File: config.mk
export PLATFORM = sky130hd
export DESIGN_NAME = line_tile_walker_4conn_top
export DESIGN_NICKNAME = d
export VERILOG_FILES = /design/src/design/ltw_pkg.sv /design/src/design/ltw_datapath.sv /design/src/design/ltw_ctrl.sv /design/src/design/line_tile_walker_4conn_top.sv
export SDC_FILE = /design/constraint.sdc
export NUM_CORES = 1
export LEC_CHECK = 0
export ABC_AREA = 0
export BUFFER_PORTS_ARGS = -buffer_cell sky130_fd_sc_hd__buf_2
export CORE_MARGIN = 2
export CORE_UTILIZATION = 50
export DETAILED_ROUTE_END_ITERATION = 7
export PLACE_DENSITY = 0.67
export REMOVE_ABC_BUFFERS = 1
export SETUP_SLACK_MARGIN = 0.4
export SLEW_MARGIN = 20
export SYNTH_ARGS = -nofsm -noshare
export SYNTH_HDL_FRONTEND = slang
export SYNTH_SLANG_ARGS = --single-unit
File: constraint.sdc
create_clock -name clk -period 8.49 [get_ports clk]
set_clock_uncertainty 0.15 [all_clocks]
set_input_delay 0 -clock clk [delete_from_list [all_inputs] [get_ports clk]]
set_output_delay 0 -clock clk [all_outputs]
set_load 0.05 [all_outputs]
File: src/design/ltw_pkg.sv
// ----------------------------------------------------------------------------
// ltw_pkg: shared types and constants for the 4-connected tile line walker
// Transaction payloads, controller states and command/status bundles.
// ----------------------------------------------------------------------------
package ltw_pkg;

  localparam int GRID_SIZE_DEF = 32;
  localparam int COORD_W       = 5;
  localparam int ERR_W         = 8;

  typedef struct packed {
    logic [COORD_W-1:0] start_x;
    logic [COORD_W-1:0] start_y;
    logic [COORD_W-1:0] end_x;
    logic [COORD_W-1:0] end_y;
  } in_item_t;

  typedef struct packed {
    logic [COORD_W-1:0] tile_x;
    logic [COORD_W-1:0] tile_y;
    logic               last_tile;
  } out_item_t;

  typedef enum logic {
    ST_IDLE,
    ST_WALK
  } state_t;

  typedef struct packed {
    logic load;
    logic emit;
  } cmd_t;

  typedef struct packed {
    logic next_is_last;
  } status_t;

endpackage

File: src/design/ltw_datapath.sv
// ----------------------------------------------------------------------------
// ltw_datapath: line walk registers and output tile register
// Holds position, deltas, directions and error term; outputs one tile per emit.
// ----------------------------------------------------------------------------
module ltw_datapath #(
  parameter int GRID_SIZE = ltw_pkg::GRID_SIZE_DEF
) (
  input  logic               clk,
  input  ltw_pkg::in_item_t  in_data,
  input  ltw_pkg::cmd_t      cmd,
  output ltw_pkg::status_t   status,
  output ltw_pkg::out_item_t out_data
);

  localparam int CW = ltw_pkg::COORD_W;
  localparam int EW = ltw_pkg::ERR_W;
  localparam logic [CW-1:0] MAX_COORD = CW'(GRID_SIZE - 1);

  logic [CW-1:0] cx, cy, ex, ey, dx, dy, py;
  logic          sx_neg, sy_neg, pend;
  logic signed [EW-1:0] err;

  logic [CW-1:0] x0, y0, x1, y1, ldx, ldy;
  logic          at_end, mx, my;
  logic signed [EW:0]   e2, sdx, sdy;
  logic signed [EW-1:0] err_next;
  logic [CW-1:0] cx_next, cy_next;

  always_comb begin
    x0 = (in_data.start_x > MAX_COORD) ? MAX_COORD : in_data.start_x;
    y0 = (in_data.start_y > MAX_COORD) ? MAX_COORD : in_data.start_y;
    x1 = (in_data.end_x > MAX_COORD) ? MAX_COORD : in_data.end_x;
    y1 = (in_data.end_y > MAX_COORD) ? MAX_COORD : in_data.end_y;
    ldx = (x0 > x1) ? (x0 - x1) : (x1 - x0);
    ldy = (y0 > y1) ? (y0 - y1) : (y1 - y0);
  end

  always_comb begin
    at_end = (cx == ex) && (cy == ey);
    e2  = {err, 1'b0};
    sdx = $signed({{(EW + 1 - CW){1'b0}}, dx});
    sdy = $signed({{(EW + 1 - CW){1'b0}}, dy});
    mx  = e2 > -sdy;
    my  = e2 < sdx;
    err_next = err - (mx ? EW'(sdy) : EW'(0)) + (my ? EW'(sdx) : EW'(0));
    cx_next = mx ? (sx_neg ? cx - CW'(1) : cx + CW'(1)) : cx;
    cy_next = my ? (sy_neg ? cy - CW'(1) : cy + CW'(1)) : cy;
    status.next_is_last = !pend && at_end;
  end

  always_ff @(posedge clk) begin
    if (cmd.load) begin
      cx     <= x0;
      cy     <= y0;
      ex     <= x1;
      ey     <= y1;
      dx     <= ldx;
      dy     <= ldy;
      sx_neg <= !(x0 < x1);
      sy_neg <= !(y0 < y1);
      err    <= EW'($signed({1'b0, ldx})) - EW'($signed({1'b0, ldy}));
      pend   <= 1'b0;
    end else if (cmd.emit) begin
      if (pend) begin
        out_data.tile_x    <= cx;
        out_data.tile_y    <= py;
        out_data.last_tile <= 1'b0;
        pend               <= 1'b0;
      end else begin
        out_data.tile_x    <= cx;
        out_data.tile_y    <= cy;
        out_data.last_tile <= at_end;
        if (!at_end) begin
          cx   <= cx_next;
          cy   <= cy_next;
          err  <= err_next;
          py   <= cy;
          pend <= mx && my;
        end
      end
    end
  end

endmodule

File: src/design/ltw_ctrl.sv
// ----------------------------------------------------------------------------
// ltw_ctrl: handshake and sequencing controller
// Accepts a request in idle, issues one emit per free output slot.
// ----------------------------------------------------------------------------
module ltw_ctrl (
  input  logic             clk,
  input  logic             rst,
  input  logic             in_valid,
  output logic             in_stall,
  output logic             out_valid,
  input  logic             out_stall,
  input  ltw_pkg::status_t status,
  output ltw_pkg::cmd_t    cmd
);

  ltw_pkg::state_t state, state_next;
  logic out_valid_next;
  logic slot_free;

  assign slot_free = !out_valid || !out_stall;

  always_comb begin
    state_next = state;
    unique case (state)
      ltw_pkg::ST_IDLE: if (in_valid) state_next = ltw_pkg::ST_WALK;
      ltw_pkg::ST_WALK: if (slot_free && status.next_is_last) state_next = ltw_pkg::ST_IDLE;
      default:          state_next = ltw_pkg::ST_IDLE;
    endcase
  end

  always_comb begin
    in_stall = 1'b1;
    cmd.load = 1'b0;
    cmd.emit = 1'b0;
    unique case (state)
      ltw_pkg::ST_IDLE: begin
        in_stall = 1'b0;
        cmd.load = in_valid;
      end
      ltw_pkg::ST_WALK: cmd.emit = slot_free;
      default: ;
    endcase
    out_valid_next = cmd.emit ? 1'b1 : (out_stall ? out_valid : 1'b0);
  end

  always_ff @(posedge clk) begin
    if (rst) begin
      state     <= ltw_pkg::ST_IDLE;
      out_valid <= 1'b0;
    end else begin
      state     <= state_next;
      out_valid <= out_valid_next;
    end
  end

endmodule

File: src/design/line_tile_walker_4conn_top.sv
// ----------------------------------------------------------------------------
// line_tile_walker_4conn_top: 4-connected Bresenham tile line walker
// Turns one start/end tile request into the ordered tiles of its line.
// ----------------------------------------------------------------------------
// Usage:
//   Input channel (in_valid/in_stall/in_data) carries one line request.
//   Coordinates above GRID_SIZE-1 are saturated. Output channel
//   (out_valid/out_stall/out_data) carries one tile per transaction, the
//   end tile marked with last_tile. A request yields 1+dx+dy tiles.
//   After acceptance the walk state is entered; its first emit loads the
//   first tile into the output register. Tiles follow at one tile per cycle
//   while the output is not stalled. in_stall is high while a walk is in
//   progress; the next request may be accepted while the last tile still
//   waits in the output register.
//   A stalled output holds its tile and freezes the walk until taken.
//   Reset (rst, synchronous) returns to idle and drops out_valid.
// ----------------------------------------------------------------------------
module line_tile_walker_4conn_top #(
  parameter int GRID_SIZE = ltw_pkg::GRID_SIZE_DEF
) (
  input  logic               clk,
  input  logic               rst,
  input  logic               in_valid,
  output logic               in_stall,
  input  ltw_pkg::in_item_t  in_data,
  output logic               out_valid,
  input  logic               out_stall,
  output ltw_pkg::out_item_t out_data
);

  ltw_pkg::cmd_t    cmd;
  ltw_pkg::status_t status;

  ltw_ctrl u_ctrl (
    .clk       (clk),
    .rst       (rst),
    .in_valid  (in_valid),
    .in_stall  (in_stall),
    .out_valid (out_valid),
    .out_stall (out_stall),
    .status    (status),
    .cmd       (cmd)
  );

  ltw_datapath #(
    .GRID_SIZE (GRID_SIZE)
  ) u_datapath (
    .clk      (clk),
    .in_data  (in_data),
    .cmd      (cmd),
    .status   (status),
    .out_data (out_data)
  );

endmodule

# Word level (Yosys, flattened, before mapping)
# Cells that the tools add are included.
# totals
regBits,59
latch_bits,0
ram_bits,0
mem_bits_ro,0
inputBits,24
out_inout_bits,13
elab_cells,100
n_memories,0
# op_classes
addsub,12
mul,0
div_mod_pow,0
magnitude_cmp,10
eq_ne,5
n_shift,0
muxes,35
bitwise_logic,4
reduce_logical,18
# op_table
op,count
2-to-1 mux 5 bit,20
2-to-1 mux 8 bit,4
"greater-than comparator 5 bit, second input constant",4
subtractor 5 bit,4
AND reduction 4 bit,3
"adder 5 x 1 -> 5 bit, second input constant",2
== test 5 bit,2
greater-than comparator 5 bit,2
< comparator 5 bit,2
"subtractor 5 x 1 -> 5 bit, second input constant",2
greater-than comparator 9 bit,1
< comparator 9 x 6 -> 1 bit,1
2-to-1 mux 1 bit,9
negation 5 -> 9 bit,1
adder 8 bit,1
subtractor 8 bit,1
2-to-1 mux 6 bit,1
nonzero test 2 bit,3
subtractor 5 x 5 -> 6 bit,1
logical NOT 1 bit,5
logical AND 1 bit,4
"!= test 2 bit, second input constant",2
inverter 1 bit,4
AND reduction 3 bit,1
other kinds (4),4

# Depth between registers and ports, before layout
# depth
word_depth,9
ltp_mapped,24
mapped_depth_nobuf,24

# Modules after synthesis
# Synthesis repeated with hierarchy kept, for this count alone.
# hier_totals
cells_unflattened,434
area_unflattened_um2,4443.0
# modules_own_cells
module,instances,cells_each,area_per_inst_um2,seq_area_each_um2
ltw_datapath,1,424,4354.2,1701.6
ltw_ctrl,1,10,88.8,40.0

# Worst setup path before layout
# Ideal clock, no wire load.
# synth_path
path_kind,register -> register
start,reg u_datapath.dy[0]
end,reg u_datapath.err[5] (data pin)
setup_time_ps,302
t_arrival_ps,3923
required_ps,8038
path_slack_ps,4116
stages_incl_launch_ff,22
path_buffers,0
synth_period_minus_slack_ps,4374
path_cell_list,edfxtp_1 inv_1 ha_1 inv_1 nor3_1 ha_1 inv_1 ha_1 a21oi_1 o21ai_0 a221oi_1 a31oi_1 and2_1 fa_1 inv_1 ha_1 a21o_1 a21oi_1 o21ai_0 a21oi_1 xnor2_1 o21ai_0
# synth_via
elab_chain_cells,9
# synth_rtl
item,line_no,rtl
from (decl),ltw_datapath.sv:19,"logic [CW-1:0] cx, cy, ex, ey, dx, dy, py;"
from (signal assigned),ltw_datapath.sv:58,dy <= ldy;
negation 5 -> 9 bit,ltw_datapath.sv:43,mx = e2 > -sdy;
greater-than comparator 9 bit,ltw_datapath.sv:43,
2-to-1 mux 5 bit (*),ltw_datapath.sv:45,err_next = err - (mx ? EW'(sdy) : EW'(0)) + (my ? EW'(sdx) : EW'(0));
subtractor 8 bit (*),ltw_datapath.sv:45,
adder 8 bit (*),ltw_datapath.sv:45,
2-to-1 mux 8 bit (*),ltw_datapath.sv:73,if (!at_end) begin
2-to-1 mux 8 bit (*),ltw_datapath.sv:64,if (pend) begin
2-to-1 mux 8 bit (*),ltw_datapath.sv:63,end else if (cmd.emit) begin
2-to-1 mux 8 bit (*),ltw_datapath.sv:52,if (cmd.load) begin
to (signal assigned),ltw_datapath.sv:61,"err <= EW'($signed({1'b0, ldx})) - EW'($signed({1'b0, ldy}));"
to (signal assigned),ltw_datapath.sv:76,err <= err_next;
to (decl),ltw_datapath.sv:21,logic signed [EW-1:0] err;
# Mark *: on every way between the ends. The rest lies on a longest branch, timed or not. The select of a mux whose other input is x is not followed.
# A chain may end at the register's enable or synchronous reset.

# Worst setup path in the final report
# layout_path
start,reg u_datapath.dy[0]
end,reg u_datapath.err[7] (data pin)
# The elaborated chain is that of the path after synthesis.

==> impl_results.md <==
* Rows at 33
* Via count at 3046
* Synth area leaders: edfxtp_1, ha_1, inv_1
* Post-CTS Hold Fix Bufs at 23
* Core region area at 0.00830 sq mm
* Post-DP HPWL at 6.60 mm
* # diodes at 0
* Final Hold Vio Count at 0
* Warnings from Yosys at 0
* H-tree levels at 3
* Tcrit/Tclk final at 0.565
* Fmax at about 210 MHz
* Setup crit end kind: flip-flop
* Nets@finish at 562
* Max Slew Vio Count at 0
* Vias per cell at about 5.2
* Setup TNS at 0 ns
* CP arrival at between 4 and 5 ns
* Worst vdd ir at 0.139 mV
* Relative slew slack at 0.550
* Crit path launch type: flip-flop
* CP Class: reg2reg
* Mapped Cells at 427
* Top FF cell, synth: edfxtp_1
* Post-synth EDFFs at 56
* Root Buffer: clkbuf_8
* Tightest Pin Transition at 0.669 ns
* Io pins at 37
* P_leak at 2.36 nW
* CTS tree: built
* Synth area leader: edfxtp_1
* First DRT Iteration DRCs at 144
* Hold path cells at 5
* Area Overhead vs Synth at 15.4%
* GR Util met3 at 0.0405
* Max-cap violations at 0
* Largest net degree at the start of global routing at 38
* CTS sink cnt at 59
* Initial antenna violation count at 0
* Layout cells sized above 1 at 0.130
* Worst-path clk slew at 0.07 ns
* Drt pass-1 iters at 4
* Gr usage total at 0.193
* Worst reg2reg path depth at 21
* Placed insts at 545
* Crit path required time at between 8 and 9 ns
* Asr flop ratio synth at 0
* Total Die Area at around 0.0094 sq mm
* Mapped Area at 0.00433 sq mm
* Synthesized area per cell at approximately 10 sq um
* Register area share after synthesis at 0.403
* Count leader, synth: inv_1
* Worst-path fanout max at 7
* Total Wirelength at between 8 and 9 mm
* Max Buffers Root-to-Sink at 2
* Top cell type's share of synthesized area at 0.389
* Global-route wire length before repair at 14.3 mm
* PortBufs at 36
* Routability cong. at about 0.88
* Total CTS buffers at 9
* Post_cts resized at 0
* Clk_lat worst skew at about 0.35 ns
* Pwr dens at 311 mW/mm^2
* Drt wl/cell at 14.7 microns
* RSZ-0062 raised after global routing: false
* Die Span Y at a little under 100 microns
* Worst Hold Class: in2reg
* Post-layout minimum cycle time at between 4 and 5 ns
* Setup violations, final at 0
* ANT nets after route at 0
* Synth Register Bits at 59
* Layout Cells excl Fill at 583
* Die X at 97.0 microns
* Setup Buffers After CTS at 0
* Met1 Resource Use GR at 0.245
* GR Overflow Total at 0
* Met2 Use GR at 0.323
* Drt drc at 0
* Gr busiest metal: met2
* Count of different cell masters after synthesis at 43
* Vias in the first global route at roughly 3100
* Run status: finished, final reports clean
* Commonest cells in the netlist: inv_1, edfxtp_1, ha_1
* Initial Utilization at 0.521
metrics by stage:
step           power (mW)  utilization  area (sq um)  hold slack, ns  worst slack [ns]
2_1_floorplan        1.09            -          4230         -0.0776              4.10
3_3_place_gp         1.26        0.549          4560          0.0275              3.88
3_5_place_dp         1.28        0.549          4560          0.0468              3.68
4_1_cts              1.57        0.602          4990          0.0200              3.67
5_1_grt              1.68        0.602          4990          0.0588              3.17
6_report             1.55        0.602          4990          0.0305              3.70
layer usage:
layer  routed length (microns)  vias to the layer above
li1                          -                     1512
met2                      4240                       55
met3                       245                       12
met1                      3920                     1467
met4                       148                        0
met5                         0                        -
path summary, 6_finish.rpt:
check / slack [ns] / startpoint / endpoint
max reg2reg: 3.70 / u_datapath.dy[0] / u_datapath.err[7]
min: 0.03 / out_stall / u_ctrl.state
max: 3.70 / u_datapath.dy[0] / u_datapath.err[7]
min reg2reg: 0.37 / u_datapath.cx[3] / u_datapath.out_data[9]
registers in the layout, summed over array words and instances, names as in the netlist, 5 cells and up:
| register | count |
|---|---|
| u_datapath.cx | 5 |
| u_datapath.cy | 5 |
| u_datapath.dx | 5 |
| u_datapath.dy | 5 |
| u_datapath.err | 8 |
| u_datapath.ex | 5 |
| u_datapath.ey | 5 |
| u_datapath.out_data | 11 |
| u_datapath.py | 5 |
critical path, cell delays in order, from the launching register on:
cell,delay (ns)
edfxtp_1,0.46
inv_1,0.09
ha_1,0.18
inv_1,0.06
nor3_1,0.15
ha_1,0.26
inv_1,0.05
ha_1,0.23
a21oi_1,0.17
o21ai_0,0.12
a221oi_1,0.29
a31oi_1,0.25
and2_1,0.25
fa_1,0.56
inv_1,0.06
ha_1,0.28
a21o_1,0.17
a21oi_1,0.23
o21ai_0,0.11
a31oi_1,0.20
xnor2_1,0.13
o21ai_0,0.08
placed cells by master, fill, tap and decap left out, drive strengths merged, types with 2 or more instances in the layout:
master        n
nor3          7
buf          38
mux2          5
o21a          2
dlygate4sd3  23
ha           52
a31oi         2
nor2b         5
clkbuf        9
nand2b        2
nor4          2
edfxtp       56
inv          76
nor2         23
o21ai        19
nand2        20
and2          6
and3          3
a21boi        2
xor2         19
mux2i         9
a21o         16
dfxtp         3
xnor2        17
clkinv        4
fa           12
nand4         4
a21oi        29
o31ai         3
bufinv        2
power by group:
part	total (mW)	leakage [nW]	internal (mW)	switching, mW
registers	0.484	0.560	0.425	0.0589
logic	0.795	1.69	0.352	0.443
clock network	0.274	0.104	0.161	0.112
kinds of logic after synthesis:
kind of cell | after synthesis | synth area share
buffers and inverters | 101 | 0.0879
AND/OR/NAND/NOR | 77 | 0.0850
flip-flops | 59 | 0.403
multiplexers | 14 | 0.0373
AO/OA/AOI/OAI | 76 | 0.108
XOR/XNOR | 36 | 0.0729
adder cells (fa/ha/maj) | 64 | 0.206
cell type report:
type	instances	area, sq um
fill	722	3310
clock buffer	9	124
tap	105	131
clock inverter	6	81.3
timing repair buffer	61	425
sequential	59	1740
multi-input combinational	267	2200
inverter	76	285
Note: power is estimated with default switching activity, not from simulation.
